[config.mk]
export PLATFORM = sky130hd
export DESIGN_NAME = rank_compress_values_core
export DESIGN_NICKNAME = d
export VERILOG_FILES = /design/src/rtl/rcv_pkg.sv /design/src/rtl/rank_compress_values_core.sv /design/src/rtl/rcv_store.sv /design/src/rtl/rcv_rank_unit.sv
export SDC_FILE = /design/constraint.sdc
export NUM_CORES = 2
export LEC_CHECK = 0
export BUFFER_PORTS_ARGS = -buffer_cell sky130_fd_sc_hd__buf_4
export CAP_MARGIN = 20
export CORE_ASPECT_RATIO = 1.25
export CORE_MARGIN = 3
export CORE_UTILIZATION = 45
export CTS_CLUSTER_DIAMETER = 200
export DETAILED_ROUTE_END_ITERATION = 12
export PLACE_DENSITY = 0.63
export SETUP_SLACK_MARGIN = 0.5
export SLEW_MARGIN = 5
export SYNTH_ARGS = -nofsm -noshare
export SYNTH_HDL_FRONTEND = slang
export SYNTH_SLANG_ARGS = --single-unit
[constraint.sdc]
create_clock -name aclk -period 9.6 [get_ports aclk]
set_input_delay 0.48 -clock aclk [delete_from_list [all_inputs] [get_ports aclk]]
set_output_delay 0.48 -clock aclk [all_outputs]
set_load 0.05 [all_outputs]
[src/rtl/rcv_pkg.sv]
package rcv_pkg;

    // fixed field widths
    localparam int VALUE_W       = 32;
    localparam int RANK_W        = 6;
    localparam int S_TDATA_W     = 32;
    localparam int M_TDATA_W     = 8;

    // default list capacity
    localparam int MAX_ITEMS_DEF = 64;

    // control from the sequencer to the compare unit, in the cycle after the read
    typedef struct packed {
        logic load_cur;   // read data is the element being ranked
        logic acc_en;     // read data is a list element to compare against
    } rk_ctrl_t;

endpackage

[src/rtl/rank_compress_values_core.sv]
// rank compression of a list of signed 32-bit values
//
// input channel (s_): one list element per item, s_tdata holds the value,
// s_tlast marks the final element. items are taken one per cycle while the
// block is loading; elements beyond MAX_ITEMS are dropped, but a dropped
// element with s_tlast still starts the ranking of what was stored.
// after the final element s_tready stays low until every rank has been
// computed and handed to the output register.
// result channel (m_): one item per stored element, in load order,
// m_tdata[5:0] is the count of stored values strictly smaller than it,
// m_tlast marks the rank of the last stored element.
// each rank of a list of n elements is computed in steps: one read of the
// element, n reads of the value store through its single read port with one
// comparison each, a drain step and an output step.
// a stalled receiver holds the output register; the sequencer then waits
// with the next rank finished until the register frees up.
// reset empties the list and clears the output valid flag; the value store
// itself is not cleared, only written entries are ever used.
module rank_compress_values_core #(
    parameter int MAX_ITEMS = rcv_pkg::MAX_ITEMS_DEF
) (
    input  logic                          aclk,
    input  logic                          aresetn,
    input  logic                          s_tvalid,
    output logic                          s_tready,
    input  logic [rcv_pkg::S_TDATA_W-1:0] s_tdata,   // [31:0] value
    input  logic                          s_tlast,   // last_in
    output logic                          m_tvalid,
    input  logic                          m_tready,
    output logic [rcv_pkg::M_TDATA_W-1:0] m_tdata,   // [5:0] rank, [7:6] zero
    output logic                          m_tlast    // last_out
);
    import rcv_pkg::*;

    localparam int IDX_W = $clog2(MAX_ITEMS);
    localparam int CNT_W = $clog2(MAX_ITEMS + 1);

    typedef enum logic [4:0] {
        ST_LOAD   = 5'b00001,
        ST_FETCH  = 5'b00010,
        ST_SWEEP  = 5'b00100,
        ST_DRAIN  = 5'b01000,
        ST_FINISH = 5'b10000
    } state_t;

    state_t             state_reg, state_next;
    logic [CNT_W-1:0]   count_reg, count_next;
    logic [IDX_W-1:0]   idx_i_reg, idx_i_next;
    logic [IDX_W-1:0]   idx_j_reg, idx_j_next;
    rk_ctrl_t           ctrl_reg, ctrl_next;
    logic               m_valid_reg, m_valid_next;
    logic [RANK_W-1:0]  m_rank_reg, m_rank_next;
    logic               m_last_reg, m_last_next;

    logic               s_accept;
    logic               full;
    logic               wr_en;
    logic [CNT_W-1:0]   count_inc;
    logic [CNT_W-1:0]   count_m1;
    logic [IDX_W-1:0]   last_idx;
    logic [IDX_W-1:0]   rd_addr;
    logic [VALUE_W-1:0] rd_data;
    logic [RANK_W-1:0]  rank;
    logic               out_free;

    // value store
    rcv_store #(
        .DEPTH (MAX_ITEMS)
    ) u_store (
        .aclk    (aclk),
        .wr_en   (wr_en),
        .wr_addr (count_reg[IDX_W-1:0]),
        .wr_data (s_tdata[VALUE_W-1:0]),
        .rd_addr (rd_addr),
        .rd_data (rd_data)
    );

    // shared compare and count unit
    rcv_rank_unit u_rank (
        .aclk    (aclk),
        .ctrl    (ctrl_reg),
        .rd_data (rd_data),
        .rank    (rank)
    );

    // load side
    assign s_tready  = (state_reg == ST_LOAD);
    assign s_accept  = s_tvalid && s_tready;
    assign full      = (count_reg == CNT_W'(MAX_ITEMS));
    assign wr_en     = s_accept && !full;
    assign count_inc = full ? count_reg : count_reg + CNT_W'(1);
    assign count_m1  = count_reg - CNT_W'(1);
    assign last_idx  = count_m1[IDX_W-1:0];
    assign out_free  = !m_valid_reg || m_tready;

    // sequencer
    always_comb begin
        state_next   = state_reg;
        count_next   = count_reg;
        idx_i_next   = idx_i_reg;
        idx_j_next   = idx_j_reg;
        ctrl_next    = '0;
        rd_addr      = idx_i_reg;
        m_valid_next = m_valid_reg && !m_tready;
        m_rank_next  = m_rank_reg;
        m_last_next  = m_last_reg;
        case (state_reg)
            ST_LOAD: begin
                if (s_accept) begin
                    count_next = count_inc;
                    if (s_tlast) begin
                        idx_i_next = '0;
                        state_next = ST_FETCH;
                    end
                end
            end
            ST_FETCH: begin
                rd_addr            = idx_i_reg;
                ctrl_next.load_cur = 1'b1;
                idx_j_next         = '0;
                state_next         = ST_SWEEP;
            end
            ST_SWEEP: begin
                rd_addr          = idx_j_reg;
                ctrl_next.acc_en = 1'b1;
                if (idx_j_reg == last_idx) begin
                    state_next = ST_DRAIN;
                end else begin
                    idx_j_next = idx_j_reg + IDX_W'(1);
                end
            end
            ST_DRAIN: begin
                state_next = ST_FINISH;
            end
            ST_FINISH: begin
                if (out_free) begin
                    m_valid_next = 1'b1;
                    m_rank_next  = rank;
                    m_last_next  = (idx_i_reg == last_idx);
                    if (idx_i_reg == last_idx) begin
                        count_next = '0;
                        state_next = ST_LOAD;
                    end else begin
                        idx_i_next = idx_i_reg + IDX_W'(1);
                        state_next = ST_FETCH;
                    end
                end
            end
            default: begin
                state_next = ST_LOAD;
            end
        endcase
    end

    // control registers
    always_ff @(posedge aclk) begin
        if (!aresetn) begin
            state_reg   <= ST_LOAD;
            count_reg   <= '0;
            idx_i_reg   <= '0;
            idx_j_reg   <= '0;
            ctrl_reg    <= '0;
            m_valid_reg <= 1'b0;
        end else begin
            state_reg   <= state_next;
            count_reg   <= count_next;
            idx_i_reg   <= idx_i_next;
            idx_j_reg   <= idx_j_next;
            ctrl_reg    <= ctrl_next;
            m_valid_reg <= m_valid_next;
        end
    end

    // output payload
    always_ff @(posedge aclk) begin
        m_rank_reg <= m_rank_next;
        m_last_reg <= m_last_next;
    end

    assign m_tvalid = m_valid_reg;
    assign m_tdata  = M_TDATA_W'(m_rank_reg);
    assign m_tlast  = m_last_reg;

endmodule

[src/rtl/rcv_store.sv]
module rcv_store #(
    parameter int DEPTH = rcv_pkg::MAX_ITEMS_DEF
) (
    input  logic                       aclk,
    input  logic                       wr_en,
    input  logic [$clog2(DEPTH)-1:0]   wr_addr,
    input  logic [rcv_pkg::VALUE_W-1:0] wr_data,
    input  logic [$clog2(DEPTH)-1:0]   rd_addr,
    output logic [rcv_pkg::VALUE_W-1:0] rd_data
);
    import rcv_pkg::*;

    logic [VALUE_W-1:0] mem [DEPTH];

    // one write port
    always_ff @(posedge aclk) begin
        if (wr_en) begin
            mem[wr_addr] <= wr_data;
        end
    end

    // one registered read port
    always_ff @(posedge aclk) begin
        rd_data <= mem[rd_addr];
    end

endmodule

[src/rtl/rcv_rank_unit.sv]
module rcv_rank_unit (
    input  logic                        aclk,
    input  rcv_pkg::rk_ctrl_t           ctrl,
    input  logic [rcv_pkg::VALUE_W-1:0] rd_data,
    output logic [rcv_pkg::RANK_W-1:0]  rank
);
    import rcv_pkg::*;

    logic [VALUE_W-1:0] cur_reg;
    logic [RANK_W-1:0]  acc_reg;
    logic [RANK_W-1:0]  acc_next;
    logic               less;

    // shared signed comparator
    assign less = $signed(rd_data) < $signed(cur_reg);

    // accumulate count of strictly smaller elements
    always_comb begin
        acc_next = acc_reg;
        if (ctrl.load_cur) begin
            acc_next = '0;
        end else if (ctrl.acc_en) begin
            acc_next = acc_reg + RANK_W'(less);
        end
    end

    always_ff @(posedge aclk) begin
        if (ctrl.load_cur) begin
            cur_reg <= rd_data;
        end
        acc_reg <= acc_next;
    end

    assign rank = acc_reg;

endmodule

# Word-level counts from Yosys, hierarchy flattened

Memories as Yosys holds them, arrays and structs flattened. A register that Yosys moved wholly into a read port is not among the register bits.
Index checks and enable logic that the tools add are counted.

Add/subtract/negate cells: 5
$lt $le $gt $ge: 1
Eq/ne operators: 16
Multiplexer cells: 25
Reductions and logical operators: 14

Operators with widths:

| cell                  | count |
|---|---|
| $mux W6               | 6 |
| $lt A32 B32 Y1        | 1 |
| $mux W7               | 4 |
| $pmux W5 S5           | 1 |
| $pmux W6 S2           | 2 |
| $mux W5               | 4 |
| $pmux W7 S2           | 1 |
| $add A6 B1 Y6 const B | 2 |
| $eq A6 B6 Y1          | 2 |
| $ne A2 B2 Y1 const B  | 6 |
| $reduce_and A5 Y1     | 2 |
| $add A7 B1 Y7 const B | 1 |
| $eq A7 B7 Y1 const B  | 1 |
| $add A6 B1 Y6         | 1 |
| $mux W1               | 6 |
| $sub A6 B1 Y6 const B | 1 |
| $eq A5 B1 Y1 const B  | 1 |
| $eq A5 B2 Y1 const B  | 1 |
| $eq A5 B3 Y1 const B  | 1 |
| $eq A5 B4 Y1 const B  | 1 |
| $eq A5 B5 Y1 const B  | 1 |
| $ne A2 B1 Y1 const B  | 2 |
| $reduce_and A2 Y1     | 2 |
| $reduce_and A4 Y1     | 1 |
| other kinds (5)       | 10 |

Register bits after elaboration: 72
Memory bits (writable): 2048
Memories kept: 1

Memory list:

| memory      | words | bits a word | read ports | clocked after memory_dff | wr ports | line            | RTL |
|---|---|---|---|---|---|---|---|
| u_store.mem | 64    | 32          | 1          | 1                        | 1        | rcv_store.sv:13 | `logic [VALUE_W-1:0] mem [DEPTH];` |

# Logic depth before layout (Yosys ltp)

Depth in word-level cells: 5
Depth in mapped cells: 14
Depth with buffers taken out: 14

# By module

Synthesis repeated with hierarchy kept, for this count alone.

Cells, all modules: 3710
Area total of the unflattened synthesis: 82485.4 um2

Modules (own cells, without submodules):

| module                    | instances | cells each | area each (um2) | seq. area each (um2) |
|---|---|---|---|---|
| rcv_store                 | 1         | 3324       | 78515.3         | 62139.6 |
| rcv_rank_unit             | 1         | 173        | 2003.2          | 1081.0 |
| rank_compress_values_core | 1         | 213        | 1966.9          | 750.7 |

# Worst setup path after synthesis

OpenSTA, ideal clock, no wires.

Path type: flip-flop to flip-flop
From: reg state_reg[3]
To: mem u_store.mem[63][0] (enable)
Arrival: 3356 ps
Data required time: 9179 ps
Slack: 5823 ps
Cell stages (with the launch flop): 9
Cell sequence: dfxtp_1 buf_2 nor3_1 nand3_1 inv_1 nand3_1 nor2_1 nand3_1 nor2_1

Cells in the longest elaborated chain, start to end: 5

RTL lines:

| item                          | line                             | RTL |
|---|---|---|
| from (decl)                   | rank_compress_values_core.sv:46  | `state_t state_reg, state_next;` |
| from (signal assigned)        | rank_compress_values_core.sv:165 | `state_reg <= state_next;` |
| $eq A5 B1 Y1                  | rank_compress_values_core.sv:87  | `assign s_tready = (state_reg == ST_LOAD);` |
| via s_tready                  | rank_compress_values_core.sv:25  | `output logic s_tready,` |
| $logic_and A1 B1 Y1           | rank_compress_values_core.sv:88  | `assign s_accept = s_tvalid && s_tready;` |
| $logic_and A1 B1 Y1           | rank_compress_values_core.sv:90  | `assign wr_en = s_accept && !full;` |
| $mux W1                       | rcv_store.sv:17                  | `if (wr_en) begin` |
| $mux W1 (not written as such) | rcv_store.sv:18                  | `mem[wr_addr] <= wr_data;` |
| to (decl)                     | rcv_store.sv:13                  |  |

The timed path passes the listed nets, and every way through them passes these cells.

# Worst setup path after layout

From: reg state_reg[4]
To: reg u_store.rd_data[14] (netlist bit), read port of u_store.mem

Cells in the longest elaborated chain, start to end: 2

RTL lines:

| item         | line                             | RTL |
|---|---|---|
| $eq A5 B3 Y1 | rank_compress_values_core.sv:107 | `case (state_reg)` |
| $mux W6      | rank_compress_values_core.sv:107 |  |
| to (decl)    | rcv_store.sv:9                   | `output logic [rcv_pkg::VALUE_W-1:0] rd_data` |

Every way passes these cells.
A chain may end at the register's enable or synchronous reset.

==> out/qor.csv <==
metric;value;unit
Synth Area in Compound Gates;9.303;%
most frequent cells in the layout;edfxtp_1, nand2_1, and3_1;
status;completed;
Lkg Pwr;0.03198;uW
setup violators final;0;
RSZ-0062 raised after global routing;no;
Routed Antenna Nets;0;
Max Fclk;187.1;MHz
final std cells w/o fill;8030;
final setup skew;28.00;ps
CTS tree;done;
Warnings, synthesis;0;
Sequential Power Share;56.7;%
fill cell count;15376;
switching power total;3782;uW
Internal;14620;uW
H-tree Lvls;4;
HP Start;s_tdata[17];
CP max FO;100;
PortBufs;45;
Post-CTS Setup Bufs;0;
Via density;6.184;
Clk Latency, worst-skew pair;840;ps
layout cell share with drive strength beyond 1;10.96;%
Clock Tree Buf Depth;3;
PostCTS Resize Cnt;0;
Remaining Overflow, GRT;0;
data required time of the worst path;10380;ps
Wirelength per Cell;29.34;um
vias in the first global route;48348;
root buf cell;clkbuf_16;
XOR/XNOR Fraction of Synth Area;0.3030;%
Starting DRT DRC Count;5652;
sw frac;20.56;%
fin nets;5429;
clock share of power;40.7;%
area of the core;186500;um2
Simple-Gate Fraction of Synth Area;7.748;%
ys async rst share;0;%
die area;193400;um2
mux contribution to synthesized area;4.332;%
Die H;490.9;um
Worst Tran Pin Value;1271;ps
CTS Buf Count;192;
GPL Wtd Cong;0.8109;
total track usage;23.83;%
largest net degree at the start of global routing;232;
r2r startpoint;state_reg[4];
detailed-route via count;49658;
VDD IR-drop max;0.1503;mV
post-synthesis sequential area ratio;75.57;%
max FFs per register;2048;
final setup TNS;0;ps
Pwr Density;195.3;nW/um2
Main synth FF type;edfxtp_1;
1st-pass router iterations;6;
part of the cycle the worst path needs;55.66;%
combinational share of power;2.6;%
Max Cap Viol;0;
clock-pin slew on the worst setup and hold paths;70;ps
Initial Util;45.40;%
Hold WC Path Type;in2reg;
Top Ports;48;
initial antenna violation count;21;
crit path from;state_reg[4];
largest family of logic cells by synthesized area;compound AO/OA/AOI/OAI gates;
Clock Sinks;2152;
drt drc;0;
most common cell after layout, fill and taps aside;edfxtp_1;
Die Span X;393.9;um
Post-Synth Adder-Cell Area;0.5469;%
crit path time final;5344;ps
CP Launch Type;flip-flop;
Yosys cell types;72;
Max Slew Vio Count;0;
final core occ;50.51;%
global-route wire length before repair;339.8;mm
worst path arrival time;6120;ps
Final Hold Viols;0;
Setup CP Type;reg2reg;
Post-DP HPWL;118.9;mm
FP Rows;177;
syn avg cell area;15.69;um2
Routed Wire Length;235.6;mm
Mapped Area;84650;um2
EDFF count, synth;2087;
placed cell count;7666;
Slew HR;15.30;%
Synth Instances;5395;
flops & latches, synth;2152;
Area growth syn-to-layout;11.26;%
CP Capture Type;flip-flop;
==> cells by family (layout without fill, tap and decap cells) <==
family          count (synthesis)  in the layout
other cells                     1              5
xor+xnor                       26             26
flops                        2152           2152
mux                           362            362
compound gates               1057           1057
fa+ha+maj                      37             37
buf+inv                       442            567
simple gates                 1318           1318
==> power groups by stage <==
stage	sequential (uW)	combinational, uW	clock [uW]
after floorplan	10600	205	0
after global placement	10600	458	0
after detailed placement	10600	470	0
after CTS	10400	473	7590
after global routing	10400	515	7950
final	10400	474	7490
==> cell type report <==
type | count | area, um2 | area share, %
clock buffer | 257 | 5233 | 5.556
inverter | 44 | 165.2 | 0.1754
multi-input combinational | 2802 | 19450 | 20.65
tap | 2506 | 3136 | 3.329
clock inverter | 103 | 855.8 | 0.9087
timing repair buffer | 163 | 1364 | 1.448
sequential | 2152 | 63970 | 67.92
antenna | 3 | 7.507 | 0.007971
==> final timing paths <==
check	end	cells past startpoint	slack [ps]
max	u_store.rd_data[14]	10	4260
min	u_store.mem[17][17]	1	190
max reg2reg	u_store.rd_data[14]	10	4260
min reg2reg	u_rank.cur_reg[0]	0	430
==> per-layer routing <==
layer / track usage [%] / share of wire, % / up-vias
li1: - / - / 21360
met1: 31.39 / 40 / 25590
met2: 40.13 / 49 / 2224
met3: 3.543 / 7.4 / 478
met4: 8.943 / 3.6 / 6
met5: 0 / 0.016 / -
==> stage by stage <==
| step | power (uW) | hold slack [ps] | instance area, um2 | worst slack, ps |
|---|---|---|---|---|
| floorplan | 10820 | 399.5 | 84660 | 5823 |
| global placement | 11090 | 409.8 | 88080 | 4491 |
| detailed placement | 11100 | 412.5 | 88080 | 4369 |
| CTS | 18490 | 125.5 | 94170 | 4382 |
| global route | 18900 | 190.2 | 94180 | 3957 |
| finish | 18400 | 185.7 | 94180 | 4256 |
==> critical path: stages, from the launching register on <==
cell and delay, ps:
dfxtp_1 730, inv_2 240, nand3_4 510, buf_4 740
buf_4 880, buf_4 880, and3_1 280, a211oi_1 50
a221oi_1 320, a22o_1 320, nand4bb_1 170
==> synth_stat cells (5+ instances only) <==
master	instances	area, um2
a31o_1	25	219.0
buf_4	13	97.59
mux2i_1	327	3273
o22ai_1	31	193.9
and3_1	356	2227
a211oi_1	323	2425
mux2_2	35	394.1
a21boi_0	32	240.2
a31oi_1	195	1220
o21a_1	6	45.04
a32oi_1	63	551.8
nand2b_1	7	43.79
nand3_1	114	570.6
xor2_1	9	78.83
edfxtp_1	2087	62670
buf_6	9	101.4
nor4_1	64	400.4
clkbuf_1	291	1092
a31o_2	40	350.3
nor3_1	6	30.03
buf_2	66	330.3
or3_1	5	31.28
buf_1	19	71.32
a21oi_1	19	95.09
a221oi_1	64	560.5
o21ai_1	5	25.02
nor2_1	99	371.6
o21ai_0	83	415.4
inv_1	43	161.4
a22o_1	31	271.5
ha_1	37	462.9
a21o_1	11	82.58
o211ai_1	7	52.55
o31ai_1	34	255.2
nand2_1	602	2260
nand4bb_1	31	349.1
nand4_1	12	75.07
a221o_1	64	640.6
xnor2_1	15	131.4
dfxtp_1	65	1301
==> timing repair <==
item / CTS / global route
hold endpoints to repair: 8 / 0
setup endpoints to repair: 0 / 0
hold buffers: 1 / 0
No activity file was read; power rests on OpenSTA's default activity.
